<file path="src/rtl/serial_acia_uart_top_defines.svh">
// Assertion helpers for the RTL files that carry checks.
`ifndef SERIAL_ACIA_UART_TOP_DEFINES_SVH
`define SERIAL_ACIA_UART_TOP_DEFINES_SVH

// Same-cycle implication, sampled on clk, off while rst_n is low.
`define SAU_ASSERT_NOW(lbl, ante, cons, msg) \
    lbl: assert property (@(posedge clk) disable iff (!rst_n) (ante) |-> (cons)) \
        else $error(msg);

// Next-cycle implication, sampled on clk, off while rst_n is low.
`define SAU_ASSERT_NEXT(lbl, ante, cons, msg) \
    lbl: assert property (@(posedge clk) disable iff (!rst_n) (ante) |=> (cons)) \
        else $error(msg);

`endif

</file>
<file path="src/rtl/sau_pkg.sv">
package sau_pkg;

    // Bus operation codes carried by a request beat
    typedef enum logic [2:0] {
        OP_TICK      = 3'd0,
        OP_WR_CTRL   = 3'd1,
        OP_WR_TXDATA = 3'd2,
        OP_RD_STATUS = 3'd3,
        OP_RD_RXDATA = 3'd4
    } sau_op_t;

    // Configuration register indexes
    typedef enum logic {
        CFG_DCD = 1'b0,
        CFG_CTS = 1'b1
    } sau_cfg_idx_t;

    // Serial frame phase, shared by transmitter and receiver
    typedef enum logic [1:0] {
        PH_IDLE   = 2'd0,
        PH_DATA   = 2'd1,
        PH_PARITY = 2'd2,
        PH_STOP   = 2'd3
    } sau_phase_t;

    // Status register bit positions (bit 7 always reads zero)
    localparam int unsigned ST_RDRF = 0;
    localparam int unsigned ST_TDRE = 1;
    localparam int unsigned ST_DCD  = 2;
    localparam int unsigned ST_CTS  = 3;
    localparam int unsigned ST_FE   = 4;
    localparam int unsigned ST_OVRN = 5;
    localparam int unsigned ST_PE   = 6;

    // Control byte fields
    localparam logic [1:0] CTRL_MASTER_RESET = 2'b11;
    localparam logic [1:0] TXC_RTS_HIGH      = 2'b10;
    localparam logic [1:0] TXC_BREAK         = 2'b11;

    typedef struct packed {
        logic [2:0] operation;
        logic [7:0] write_data;
        logic       rx_bit;
    } sau_item_t;

    typedef struct packed {
        logic       tx_line;
        logic [7:0] read_data;
        logic       rts_line;
    } sau_result_t;

    typedef struct packed {
        logic         en;
        sau_cfg_idx_t index;
        logic         data;
    } sau_cfg_t;

    // Data bits per word for a format code
    function automatic logic [3:0] fmt_bits(input logic [2:0] fmt);
        fmt_bits = fmt[2] ? 4'd8 : 4'd7;
    endfunction

    // Stop bits per word: two for 7E2, 7O2 and 8N2
    function automatic logic [1:0] fmt_stops(input logic [2:0] fmt);
        logic [1:0] n;
        unique case (fmt)
            3'd0, 3'd1, 3'd4: n = 2'd2;
            default:          n = 2'd1;
        endcase
        fmt_stops = n;
    endfunction

    // Word carries a parity bit unless it is 8N2 or 8N1
    function automatic logic fmt_has_par(input logic [2:0] fmt);
        fmt_has_par = (fmt[2:1] != 2'b10);
    endfunction

    // Even parity formats; any other parity phase uses odd
    function automatic logic fmt_even(input logic [2:0] fmt);
        fmt_even = (fmt == 3'd0) || (fmt == 3'd2) || (fmt == 3'd6);
    endfunction

endpackage

</file>
<file path="src/rtl/sau_if.sv">
// Request channel: one bus access or one bit tick per beat
interface sau_req_if;
    logic       valid;
    logic       ready;
    logic [2:0] operation;
    logic [7:0] write_data;
    logic       rx_bit;

    modport source (output valid, output operation, output write_data, output rx_bit,
                    input ready);
    modport sink   (input valid, input operation, input write_data, input rx_bit,
                    output ready);
endinterface

// Response channel: one result per request beat
interface sau_rsp_if;
    logic       valid;
    logic       ready;
    logic       tx_line;
    logic [7:0] read_data;
    logic       rts_line;

    modport source (output valid, output tx_line, output read_data, output rts_line,
                    input ready);
    modport sink   (input valid, input tx_line, input read_data, input rts_line,
                    output ready);
endinterface

// Configuration write channel
interface sau_cfg_if;
    logic valid;
    logic ready;
    logic index;
    logic data;

    modport source (output valid, output index, output data, input ready);
    modport sink   (input valid, input index, input data, output ready);
endinterface

</file>
<file path="src/rtl/sau_core.sv">
module sau_core
    import sau_pkg::*;
(
    input  logic        clk,
    input  logic        rst_n,
    input  logic        step,
    input  sau_item_t   item,
    input  sau_cfg_t    cfg_wr,
    output sau_result_t result
);

    logic [7:0] control_reg,     control_next;
    logic [6:0] status_reg,      status_next;
    logic [7:0] tx_holding_reg,  tx_holding_next;
    logic [7:0] tx_shift_reg,    tx_shift_next;
    sau_phase_t tx_phase_reg,    tx_phase_next;
    logic [3:0] tx_bits_reg,     tx_bits_next;
    logic [1:0] tx_stops_reg,    tx_stops_next;
    logic       tx_par_reg,      tx_par_next;
    logic       tx_break_reg,    tx_break_next;
    logic       tx_level_reg,    tx_level_next;
    logic       rts_reg,         rts_next;
    logic [7:0] rx_holding_reg,  rx_holding_next;
    logic [7:0] rx_shift_reg,    rx_shift_next;
    sau_phase_t rx_phase_reg,    rx_phase_next;
    logic [3:0] rx_bits_reg,     rx_bits_next;
    logic [1:0] rx_stops_reg,    rx_stops_next;
    logic       rx_par_reg,      rx_par_next;
    logic       ovr_pend_reg,    ovr_pend_next;
    logic       dcd_reg;
    logic       cts_reg;

    logic [2:0] fmt;
    logic [3:0] tx_bits_dec;
    logic [3:0] rx_bits_dec;
    logic [1:0] tx_stops_dec;
    logic [1:0] rx_stops_dec;
    logic [7:0] rx_shifted;
    logic [1:0] tx_ctl;
    logic [7:0] rd_data;

    assign fmt          = control_reg[4:2];
    assign tx_bits_dec  = tx_bits_reg - 4'd1;
    assign rx_bits_dec  = rx_bits_reg - 4'd1;
    assign tx_stops_dec = tx_stops_reg - 2'd1;
    assign rx_stops_dec = rx_stops_reg - 2'd1;
    assign rx_shifted   = {item.rx_bit, rx_shift_reg[7:1]};
    assign tx_ctl       = item.write_data[6:5];

    // Next state for one item
    always_comb
    begin
        control_next    = control_reg;
        status_next     = status_reg;
        tx_holding_next = tx_holding_reg;
        tx_shift_next   = tx_shift_reg;
        tx_phase_next   = tx_phase_reg;
        tx_bits_next    = tx_bits_reg;
        tx_stops_next   = tx_stops_reg;
        tx_par_next     = tx_par_reg;
        tx_break_next   = tx_break_reg;
        tx_level_next   = tx_level_reg;
        rts_next        = rts_reg;
        rx_holding_next = rx_holding_reg;
        rx_shift_next   = rx_shift_reg;
        rx_phase_next   = rx_phase_reg;
        rx_bits_next    = rx_bits_reg;
        rx_stops_next   = rx_stops_reg;
        rx_par_next     = rx_par_reg;
        ovr_pend_next   = ovr_pend_reg;
        rd_data         = 8'd0;

        unique case (item.operation)
            OP_TICK:
            begin
                // Transmitter: advance one bit time
                unique case (tx_phase_reg)
                    PH_IDLE:
                    begin
                        if (tx_break_reg)
                        begin
                            tx_level_next = 1'b0;
                        end
                        else if (tx_bits_reg == 4'd0 && !status_reg[ST_TDRE])
                        begin
                            // Pull the waiting byte and send the start bit
                            tx_shift_next         = tx_holding_reg;
                            tx_par_next           = 1'b0;
                            tx_bits_next          = fmt_bits(fmt);
                            tx_stops_next         = fmt_stops(fmt);
                            status_next[ST_TDRE]  = 1'b1;
                            tx_level_next         = 1'b0;
                            tx_phase_next         = PH_DATA;
                        end
                        else if (tx_bits_reg == 4'd0)
                        begin
                            tx_level_next = 1'b1;
                        end
                        else
                        begin
                            tx_level_next = 1'b0;
                            tx_phase_next = PH_DATA;
                        end
                    end
                    PH_DATA:
                    begin
                        tx_level_next = tx_shift_reg[0];
                        tx_par_next   = tx_par_reg ^ tx_shift_reg[0];
                        tx_shift_next = {1'b0, tx_shift_reg[7:1]};
                        tx_bits_next  = tx_bits_dec;
                        if (tx_bits_dec == 4'd0)
                        begin
                            tx_phase_next = fmt_has_par(fmt) ? PH_PARITY : PH_STOP;
                        end
                    end
                    PH_PARITY:
                    begin
                        tx_level_next = fmt_even(fmt) ? tx_par_reg : ~tx_par_reg;
                        tx_phase_next = PH_STOP;
                    end
                    PH_STOP:
                    begin
                        tx_level_next = 1'b1;
                        tx_stops_next = tx_stops_dec;
                        if (tx_stops_dec == 2'd0)
                        begin
                            tx_phase_next = PH_IDLE;
                        end
                    end
                    default:
                    begin
                        tx_phase_next = PH_IDLE;
                    end
                endcase

                // Receiver: sample the line once
                unique case (rx_phase_reg)
                    PH_IDLE:
                    begin
                        if (!item.rx_bit)
                        begin
                            rx_shift_next = 8'd0;
                            rx_par_next   = 1'b0;
                            rx_bits_next  = fmt_bits(fmt);
                            rx_stops_next = fmt_stops(fmt);
                            rx_phase_next = PH_DATA;
                        end
                    end
                    PH_DATA:
                    begin
                        rx_shift_next = rx_shifted;
                        rx_par_next   = rx_par_reg ^ item.rx_bit;
                        rx_bits_next  = rx_bits_dec;
                        if (rx_bits_dec == 4'd0)
                        begin
                            // Right-align seven-bit words
                            if (!fmt[2])
                            begin
                                rx_shift_next = {1'b0, rx_shifted[7:1]};
                            end
                            if (status_reg[ST_RDRF])
                            begin
                                ovr_pend_next = 1'b1;
                            end
                            rx_phase_next = fmt_has_par(fmt) ? PH_PARITY : PH_STOP;
                        end
                    end
                    PH_PARITY:
                    begin
                        if ((rx_par_reg ^ item.rx_bit) != !fmt_even(fmt))
                        begin
                            status_next[ST_PE] = 1'b1;
                        end
                        rx_phase_next = PH_STOP;
                    end
                    PH_STOP:
                    begin
                        if (item.rx_bit)
                        begin
                            rx_stops_next = rx_stops_dec;
                            if (rx_stops_dec == 2'd0)
                            begin
                                status_next[ST_FE] = 1'b0;
                                if (!status_reg[ST_RDRF])
                                begin
                                    rx_holding_next      = rx_shift_reg;
                                    status_next[ST_RDRF] = 1'b1;
                                end
                                rx_phase_next = PH_IDLE;
                            end
                        end
                        else
                        begin
                            // Low stop bit: framing error, keep the byte unflagged
                            status_next[ST_FE] = 1'b1;
                            rx_holding_next    = rx_shift_reg;
                            rx_phase_next      = PH_IDLE;
                        end
                    end
                    default:
                    begin
                        rx_phase_next = PH_IDLE;
                    end
                endcase
            end
            OP_WR_CTRL:
            begin
                if (item.write_data[1:0] == CTRL_MASTER_RESET)
                begin
                    status_next          = 7'd0;
                    status_next[ST_TDRE] = 1'b1;
                    status_next[ST_DCD]  = dcd_reg;
                    status_next[ST_CTS]  = cts_reg;
                    tx_phase_next        = PH_IDLE;
                    tx_shift_next        = 8'd0;
                    tx_bits_next         = 4'd0;
                    rx_phase_next        = PH_IDLE;
                    rx_shift_next        = 8'd0;
                    rx_bits_next         = 4'd0;
                    ovr_pend_next        = 1'b0;
                end
                tx_break_next = (tx_ctl == TXC_BREAK);
                rts_next      = (tx_ctl == TXC_RTS_HIGH);
                control_next  = item.write_data;
            end
            OP_WR_TXDATA:
            begin
                tx_holding_next      = item.write_data;
                status_next[ST_TDRE] = 1'b0;
                if (tx_phase_reg == PH_IDLE)
                begin
                    // Load straight into the shifter
                    tx_shift_next        = item.write_data;
                    tx_par_next          = 1'b0;
                    tx_bits_next         = fmt_bits(fmt);
                    tx_stops_next        = fmt_stops(fmt);
                    status_next[ST_TDRE] = 1'b1;
                end
            end
            OP_RD_STATUS:
            begin
                rd_data = {1'b0, status_reg};
            end
            OP_RD_RXDATA:
            begin
                rd_data              = rx_holding_reg;
                status_next[ST_RDRF] = 1'b0;
                status_next[ST_PE]   = 1'b0;
                status_next[ST_OVRN] = ovr_pend_reg;
                ovr_pend_next        = 1'b0;
            end
            default:
            begin
                rd_data = 8'd0;
            end
        endcase
    end

    assign result.tx_line   = tx_level_next;
    assign result.read_data = rd_data;
    assign result.rts_line  = rts_next;

    // Hold pin levels from the configuration channel
    always_ff @(posedge clk or negedge rst_n)
    begin
        if (!rst_n)
        begin
            dcd_reg <= 1'b0;
            cts_reg <= 1'b0;
        end
        else if (cfg_wr.en)
        begin
            unique case (cfg_wr.index)
                CFG_DCD: dcd_reg <= cfg_wr.data;
                CFG_CTS: cts_reg <= cfg_wr.data;
                default: dcd_reg <= dcd_reg;
            endcase
        end
    end

    // Advance the UART state on each stepped item
    always_ff @(posedge clk or negedge rst_n)
    begin
        if (!rst_n)
        begin
            control_reg    <= 8'd0;
            status_reg     <= 7'd1 << ST_TDRE;
            tx_holding_reg <= 8'd0;
            tx_shift_reg   <= 8'd0;
            tx_phase_reg   <= PH_IDLE;
            tx_bits_reg    <= 4'd0;
            tx_stops_reg   <= 2'd0;
            tx_par_reg     <= 1'b0;
            tx_break_reg   <= 1'b0;
            tx_level_reg   <= 1'b1;
            rts_reg        <= 1'b0;
            rx_holding_reg <= 8'd0;
            rx_shift_reg   <= 8'd0;
            rx_phase_reg   <= PH_IDLE;
            rx_bits_reg    <= 4'd0;
            rx_stops_reg   <= 2'd0;
            rx_par_reg     <= 1'b0;
            ovr_pend_reg   <= 1'b0;
        end
        else if (step)
        begin
            control_reg    <= control_next;
            status_reg     <= status_next;
            tx_holding_reg <= tx_holding_next;
            tx_shift_reg   <= tx_shift_next;
            tx_phase_reg   <= tx_phase_next;
            tx_bits_reg    <= tx_bits_next;
            tx_stops_reg   <= tx_stops_next;
            tx_par_reg     <= tx_par_next;
            tx_break_reg   <= tx_break_next;
            tx_level_reg   <= tx_level_next;
            rts_reg        <= rts_next;
            rx_holding_reg <= rx_holding_next;
            rx_shift_reg   <= rx_shift_next;
            rx_phase_reg   <= rx_phase_next;
            rx_bits_reg    <= rx_bits_next;
            rx_stops_reg   <= rx_stops_next;
            rx_par_reg     <= rx_par_next;
            ovr_pend_reg   <= ovr_pend_next;
        end
    end

endmodule

</file>
<file path="src/rtl/serial_acia_uart_top.sv">
// Four-register asynchronous serial interface, one bus access or bit tick per beat.
// Channels: req carries operation, write_data and rx_bit; rsp returns tx_line,
// read_data and rts_line, exactly one rsp beat per req beat, in order.
// cfg writes the DCD (index 0) and CTS (index 1) pin levels; they reach the
// status register at the next master reset. cfg is always ready.
// A req beat is captured in an input register, and the UART state is updated as
// it moves to the output register, which holds the rsp beat until it is taken.
// Throughput: one beat per cycle while rsp is taken; the whole state update is a
// single pass of logic between the two registers.
// Stall: when rsp is not taken, the output holds its beat and the input
// register keeps one more; req.ready drops only when both are full.
// Reset: rst_n clears the valid flags of both registers and puts the UART in its
// post-reset state: control zero, transmitter empty, line idle high, RTS low.
`include "serial_acia_uart_top_defines.svh"

module serial_acia_uart_top
    import sau_pkg::*;
(
    input  logic    clk,
    input  logic    rst_n,
    sau_req_if.sink   req,
    sau_rsp_if.source rsp,
    sau_cfg_if.sink   cfg
);

    sau_item_t   item_reg;
    logic        item_vld_reg;
    sau_result_t res_reg;
    logic        res_vld_reg;
    sau_result_t res_next;
    sau_cfg_t    cfg_wr;
    logic        advance;
    logic        step;

    assign advance = !res_vld_reg || rsp.ready;
    assign step    = item_vld_reg && advance;

    assign req.ready = !item_vld_reg || advance;
    assign cfg.ready = 1'b1;

    assign cfg_wr.en    = cfg.valid;
    assign cfg_wr.index = sau_cfg_idx_t'(cfg.index);
    assign cfg_wr.data  = cfg.data;

    sau_core u_core (
        .clk    (clk),
        .rst_n  (rst_n),
        .step   (step),
        .item   (item_reg),
        .cfg_wr (cfg_wr),
        .result (res_next)
    );

    // Capture a request beat
    always_ff @(posedge clk)
    begin
        if (req.valid && req.ready)
        begin
            item_reg.operation  <= req.operation;
            item_reg.write_data <= req.write_data;
            item_reg.rx_bit     <= req.rx_bit;
        end
    end

    always_ff @(posedge clk or negedge rst_n)
    begin
        if (!rst_n)
        begin
            item_vld_reg <= 1'b0;
        end
        else if (req.ready)
        begin
            item_vld_reg <= req.valid;
        end
    end

    // Hold the result until it is taken
    always_ff @(posedge clk)
    begin
        if (step)
        begin
            res_reg <= res_next;
        end
    end

    always_ff @(posedge clk or negedge rst_n)
    begin
        if (!rst_n)
        begin
            res_vld_reg <= 1'b0;
        end
        else if (advance)
        begin
            res_vld_reg <= item_vld_reg;
        end
    end

    assign rsp.valid     = res_vld_reg;
    assign rsp.tx_line   = res_reg.tx_line;
    assign rsp.read_data = res_reg.read_data;
    assign rsp.rts_line  = res_reg.rts_line;

    // Checks
    `SAU_ASSERT_NEXT(a_req_captured, req.valid && req.ready, item_vld_reg,
        "accepted request beat not held in input register")
    `SAU_ASSERT_NEXT(a_step_gives_result, step, res_vld_reg,
        "stepped item produced no result beat")
    `SAU_ASSERT_NOW(a_backpressure_source, !req.ready,
        item_vld_reg && res_vld_reg && !rsp.ready,
        "request stalled while the pipeline has room")

endmodule
</file>
<file path="src/flat_wrapper.sv">
// flat-port wrapper written by rule: the top's interface ports become plain ports
module serial_acia_uart_top_flat import sau_pkg::*;
  (clk, rst_n, req_valid, req_operation, req_write_data, req_rx_bit, req_ready, rsp_valid, rsp_tx_line, rsp_read_data, rsp_rts_line, rsp_ready, cfg_valid, cfg_index, cfg_data, cfg_ready);
  sau_req_if req_i ();
  sau_rsp_if rsp_i ();
  sau_cfg_if cfg_i ();
  input  logic clk;
  input  logic rst_n;
  input wire logic [$bits(req_i.valid)-1:0] req_valid;
  input wire logic [$bits(req_i.operation)-1:0] req_operation;
  input wire logic [$bits(req_i.write_data)-1:0] req_write_data;
  input wire logic [$bits(req_i.rx_bit)-1:0] req_rx_bit;
  output wire logic [$bits(req_i.ready)-1:0] req_ready;
  output wire logic [$bits(rsp_i.valid)-1:0] rsp_valid;
  output wire logic [$bits(rsp_i.tx_line)-1:0] rsp_tx_line;
  output wire logic [$bits(rsp_i.read_data)-1:0] rsp_read_data;
  output wire logic [$bits(rsp_i.rts_line)-1:0] rsp_rts_line;
  input wire logic [$bits(rsp_i.ready)-1:0] rsp_ready;
  input wire logic [$bits(cfg_i.valid)-1:0] cfg_valid;
  input wire logic [$bits(cfg_i.index)-1:0] cfg_index;
  input wire logic [$bits(cfg_i.data)-1:0] cfg_data;
  output wire logic [$bits(cfg_i.ready)-1:0] cfg_ready;
  assign req_i.valid = req_valid;
  assign req_i.operation = req_operation;
  assign req_i.write_data = req_write_data;
  assign req_i.rx_bit = req_rx_bit;
  assign req_ready = req_i.ready;
  assign rsp_valid = rsp_i.valid;
  assign rsp_tx_line = rsp_i.tx_line;
  assign rsp_read_data = rsp_i.read_data;
  assign rsp_rts_line = rsp_i.rts_line;
  assign rsp_i.ready = rsp_ready;
  assign cfg_i.valid = cfg_valid;
  assign cfg_i.index = cfg_index;
  assign cfg_i.data = cfg_data;
  assign cfg_ready = cfg_i.ready;
  serial_acia_uart_top u_core (.clk(clk), .rst_n(rst_n), .req(req_i), .rsp(rsp_i), .cfg(cfg_i));
endmodule
</file>
<file path="config.mk">
export PLATFORM = sky130hd
export DESIGN_NAME = serial_acia_uart_top_flat
export DESIGN_NICKNAME = d
export VERILOG_FILES = /design/src/rtl/sau_pkg.sv /design/src/rtl/sau_if.sv /design/src/rtl/sau_core.sv /design/src/rtl/serial_acia_uart_top.sv /design/src/flat_wrapper.sv
export VERILOG_INCLUDE_DIRS = /design/src /design/src/rtl
export SDC_FILE = /design/constraint.sdc
export NUM_CORES = 1
export LEC_CHECK = 0
export ABC_AREA = 1
export BUFFER_PORTS_ARGS = -buffer_cell sky130_fd_sc_hd__buf_4
export CELL_PAD_IN_SITES_DETAIL_PLACEMENT = 0
export CELL_PAD_IN_SITES_GLOBAL_PLACEMENT = 1
export CORE_UTILIZATION = 45
export DETAILED_ROUTE_END_ITERATION = 7
export GPL_TIMING_DRIVEN = 0
export PLACE_DENSITY = 0.89
export SLEW_MARGIN = 10
export SYNTH_ARGS = -nofsm -noshare
export SYNTH_HDL_FRONTEND = slang
export SYNTH_HIERARCHICAL = 1
export SYNTH_SLANG_ARGS = --single-unit
</file>
<file path="constraint.sdc">
create_clock -name clk -period 3.5 [get_ports clk]
set_input_delay 0.525 -clock clk [delete_from_list [all_inputs] [get_ports clk]]
set_output_delay 0.525 -clock clk [all_outputs]
set_load 0.05 [all_outputs]
</file>
======== After elaboration in Yosys (flattened, before gate mapping) ========
Index checks and enable logic that the tools add are counted.
storage, ports and cells
  bits in registers ....................... 92
  input bits .............................. 19
cells by class
  add/sub/neg operators ................... 4
  eq/ne operators ......................... 48
  multiplexer cells ....................... 86
  bitwise logic cells ..................... 4
  reductions and logical operators ........ 48
operator list
  kind                count
  $mux 8              10
  $pmux 8 s2          4
  $reduce_and 6->1    6
  $mux 2              16
  $mux 1              27
  $ne 2x2->1 const B  13
  $reduce_and 5->1    5
  $mux 4              6
  $pmux 4 s2          3
  $pmux 8 s3          1
  $ne 3x3->1 const B  7
  $pmux 2 s2          5
  $pmux 2 s4          2
  $eq 2x2->1 const B  7
  $reduce_and 7->1    2
  $logic_not 4->1     3
  $pmux 1 s3          4
  $pmux 4 s3          1
  $ne 2x1->1 const B  5
  $pmux 1 s2          5
  $reduce_bool 2->1   5
  $eq 3x2->1 const B  3
  $eq 3x3->1 const B  3
  $logic_not 2->1     4
  other kinds (21)    43

======== Depth between registers and ports, before layout ========
  depth in word-level cells ............... 8
  mapped depth ............................ 11
  mapped depth without buffers ............ 11

======== Cells and area by module ========
Netlist, hierarchy kept.
modules (own cells, without submodules)
  module                instances  cells an instance  area each (µm²)  seq. area each (µm²)
  sau_core              1          524                3897.5           1654.1
  serial_acia_uart_top  1          36                 767.0            710.7

======== Worst setup path before layout ========
Ideal clock, no wire load.
  kind .................................... reg-to-reg
  start point ............................. reg u_core.res_vld_reg, in the netlist u_core/rsp.valid
  end point ............................... reg u_core.u_core.tx_bits_reg[2]
  setup time .............................. 0.117 ns
  arrival ................................. 2.356 ns
  slack ................................... 1.027 ns
  stages on the path, launching flop included .. 8
  buffers on the path ..................... 1
  clock period less this slack ............ 2.473 ns
  path through ............................ dfrtp_1 a21oi_1 nand2_1 nand2_2 nand4_1 buf_4 nand2_1 nand2_1
on the way
  word-level cells in the longest chain between the ends .. 4
RTL lines
  item                        RTL line                    source
  start, declared             serial_acia_uart_top.sv:29  logic res_vld_reg;
  start signal, assigned      serial_acia_uart_top.sv:94  res_vld_reg <= item_vld_reg;
  $logic_not 1->1             serial_acia_uart_top.sv:35  assign advance = !res_vld_reg || rsp.ready;
  $logic_or 1x1->1            serial_acia_uart_top.sv:35
  $logic_and 1x1->1           serial_acia_uart_top.sv:36  assign step = item_vld_reg && advance;
  named net u_core.step       serial_acia_uart_top.sv:33  logic step;
  $reduce_and 7->1 (no line)  -
  end signal, assigned        sau_core.sv:312             tx_bits_reg <= tx_bits_next;
  end, declared               sau_core.sv:17              logic [3:0] tx_bits_reg, tx_bits_next;
The timed path passes the listed nets, and every way through them passes these cells.
A chain may end at the register's enable or synchronous reset.

======== Worst setup path in the final report ========
  start point ............................. reg u_core.u_core.rx_phase_reg[1]
  end point ............................... reg u_core.u_core.rx_bits_reg[0]
on the way
  word-level cells in the longest chain between the ends .. 3
  elaborated cells between the ends (all ways) .. 7
RTL lines
  item                                                   RTL line         source
  start, declared                                        sau_core.sv:25   sau_phase_t rx_phase_reg, rx_phase_next;
  start signal, assigned                                 sau_core.sv:320  rx_phase_reg <= rx_phase_next;
  $eq 2x1->1 / $logic_not 2->1 (equally long branches)   sau_core.sv:137  unique case (rx_phase_reg)
  $pmux 4 s2, or another cell as far along               sau_core.sv:137
  $pmux 4 s2 / $reduce_and 5->1 (equally long branches)  -
  end signal, assigned                                   sau_core.sv:321  rx_bits_reg <= rx_bits_next;
  end, declared                                          sau_core.sv:26   logic [3:0] rx_bits_reg, rx_bits_next;
Several ways; a longest one is shown, not always the timed one.

==> metrics.txt <==
setup violators final 0; WL final 10,090 um; flops & latches, synth 90; reg-to-reg critical path endpoint u_core/u_core/rx_bits_reg[0]$_DFFE_PN0P_; vias in the first global route 3,711; Gate power share 0.347; switching power 1.322 mW; Final ANT Viol Nets 0; Hold Path Class in2async; FF-to-FF Start u_core/u_core/rx_phase_reg[1]$_DFFE_PN0P_; Iter 0 DRT Violations 266; cts hold-fix bufs 0; P&R area growth vs syn 13.33%; io pins 32; required time of the critical path 3.74 ns; setup ws final 1.523 ns; max_cap viols 0; most common cell in the netlist nand2_1; initial antenna violation count 0; Final Slew Violations 0; Int Pwr 2.186 mW; Post-CTS Setup Bufs 0; global-route wire length before repair 17,510 um; Crit-path slowest cell o21ai_0; die area 10,780 um^2; Setup Crit Path Kind reg2reg; post-synthesis sequential area ratio 0.5070; CTS resizes 0; crit-path max cell delay 0.52 ns; share of flip-flops with an asynchronous set or reset 0.7556; pwr/cell area 663.5 nW/um^2; Tmin final 1.977 ns; largest family of logic cells by synthesized area simple AND/OR/NAND/NOR gates; Layout Nets 637; most area-consuming cells after synthesis dfrtp_1 (35%), edfxtp_1 (14%), nand2_1 (14%), inv_1 (5.8%), o21ai_0 (5.0%); area share of the leading cell type in the synthesized netlist 0.3541; synth unique cells 35; Total GRT Usage 0.2035; worst slew pin tran 0.8879 ns; Placed Area 5071 um^2; worst slack, placed 1.391 ns; Mapped Avg Cell Area 8.329 um^2; Avg Vias per Cell 5.141; Die Span X 103.8 um; CTS Buf Count 9; H-Tree Depth 3; XOR/XNOR Fraction of Synth Area 0.003755; DRC Markers 0; status finished clean; Port Buffer Count 30; Post-synth top cells nand2_1 (174), inv_1 (72), dfrtp_1 (66), o21ai_0 (47), nand3_1 (33); clk_lat worst skew 0.36 ns; ys flop type dfrtp_1; Post-Syn Area 4664 um^2; mux cell area share after synthesis 0.009657; Clk pwr share 0.221; final setup TNS 0 ns; Post-Synth Adder-Cell Area 0.04292; Syn Inst Count 560; Seq pwr share 0.433; crit-path cells inv_1 -> ha_1 -> o21ai_0 -> nor2_1 -> o211ai_1 -> o21ai_0; CTS tree built; CP delay by family, top compound AO/OA/AOI/OAI gates; Fin. Hold Viols 0; CTS sink count 90; fin crit share 0.5649; wire per inst 13.64 um; RSZ-0062 raised after global routing false; Root Buffer clkbuf_8; final instance area 5286 um^2; Critical Path End Type flop; vias 3,804; Compound-Gate Fraction of Synth Area 0.1033; Die Ht 103.8 um; syn nets 595; buffer depth of the longest clock path 2; startpoint types flop; std cell rows 36; simple-gate area share of the yosys netlist 0.2513; ant diodes 0; clk_skew 0.009894 ns; switch share 0.3768; Initial Utilization 0.4707; P_leak 2.607 nW; Fillers 954; worst relative slew slack 0.4080; number of enable flip-flop cells after synthesis 22; Reg2Reg Depth 6; Worst-path clk slew 0.09 ns; grt ovf 0; Worst VDD drop 0.3498 mV; Pre-antenna DRT Iters 5; Placeable Area 9910 um^2; worst endpoint data arrival time 2.21 ns; most frequent CP cell o21ai_0; share of post-route cells with drive strength above 1 0.1417; fmax 505.8 MHz; Yosys top cell by area dfrtp_1; routability congestion estimate from global placement 0.8276; max FFs per register 12; r2r setup slk 1.52 ns; largest net degree at the start of global routing 69; Buf+Inv Stages, Crit Path 1; Ys Warns 6; worst-path fanout max 6; DP Wirelength 7317 um
-- how the worst max path moves through the flow --
stage | from | end | cells after the start
after floorplan | u_core/rsp.valid$_DFFE_PN0P_ | u_core/u_core/tx_bits_reg[2]$_DFFE_PN0P_ | 7
after global placement | rsp_ready | u_core/u_core/rx_shift_reg[4]$_DFFE_PN0P_ | 8
after detailed placement | rsp_ready | u_core/u_core/tx_shift_reg[5]$_DFFE_PN0P_ | 10
after CTS | u_core/u_core/rx_phase_reg[1]$_DFFE_PN0P_ | u_core/u_core/rx_bits_reg[0]$_DFFE_PN0P_ | 6
after global routing | u_core/u_core/rx_phase_reg[1]$_DFFE_PN0P_ | u_core/u_core/rx_shift_reg[0]$_DFFE_PN0P_ | 7
final | u_core/u_core/rx_phase_reg[1]$_DFFE_PN0P_ | u_core/u_core/rx_bits_reg[0]$_DFFE_PN0P_ | 6
-- logic make-up after synthesis --
kind of cell | after synthesis
AND/OR/NAND/NOR | 269
flip-flops | 90
AO/OA/AOI/OAI | 89
buffers and inverters | 89
adder cells (fa/ha/maj) | 16
multiplexers | 4
XOR/XNOR | 2
other | 1
-- cells in the final DEF, fill, tap and decap left out, drive strengths merged --
cell	n
nand2	180
inv	78
dfrtp	66
o21ai	49
buf	40
nand3	36
nor2	35
a21oi	23
edfxtp	22
ha	16
clkbuf	12
nand4	9
o22ai	8
nor3	6
mux2	4
a21o	4
clkinv	4
a31oi	3
bufinv	2
xor2	2
nand3b	2
o211ai	2
dfstp	2
conb	1
or2	1
-- routing by layer --
layer,global-route usage,vias to the layer above,share of wire
met4,0.05714,0,0.010
met1,0.2889,1793,0.48
met2,0.3195,110,0.46
li1,-,1892,-
met5,0,-,0
met3,0.03650,9,0.049
-- worst register-to-register path, cell delays in order (launching register included) --
cell      delay [ns]
dfrtp_1         0.43
inv_1           0.11
ha_1            0.28
o21ai_0         0.52
nor2_1          0.26
o211ai_1        0.14
o21ai_0         0.12
-- power groups by stage --
stage          Sequential [mW]  Clock, mW  Combinational (mW)
5_1_grt                   1.56      0.837                1.39
3_3_place_gp              1.53          0                1.17
4_1_cts                   1.52      0.797                1.21
2_1_floorplan             1.55          0               0.880
6_report                  1.52      0.774                1.22
3_5_place_dp              1.54          0                1.21
-- area by class of cell --
| type | instances | area, um^2 | area share |
|---|---|---|---|
| Buffer | 12 | 87.58 | 0.01657 |
| Clock inverter | 7 | 91.34 | 0.01728 |
| Sequential cell | 90 | 2365 | 0.4473 |
| Tap cell | 133 | 166.4 | 0.03148 |
| Multi-Input combinational cell | 381 | 1924 | 0.3640 |
| Clock buffer | 9 | 123.9 | 0.02343 |
| Timing Repair Buffer | 31 | 236.5 | 0.04473 |
| Inverter | 77 | 291.5 | 0.05515 |
-- metrics by stage --
| stage | hold slack (ns) | util | std cells | power (mW) |
|---|---|---|---|---|
| final | 0.2730 | 0.5335 | 740 | 3.508 |
| after global routing | 0.3105 | 0.5335 | 740 | 3.789 |
| after CTS | 0.3184 | 0.5335 | 740 | 3.528 |
| after detailed placement | 0.4610 | 0.5117 | 724 | 2.744 |
| after global placement | 0.4571 | 0.5102 | 723 | 2.695 |
| after floorplan | 0.2294 | - | 560 | 2.425 |
(Power assumes the default switching activity.)
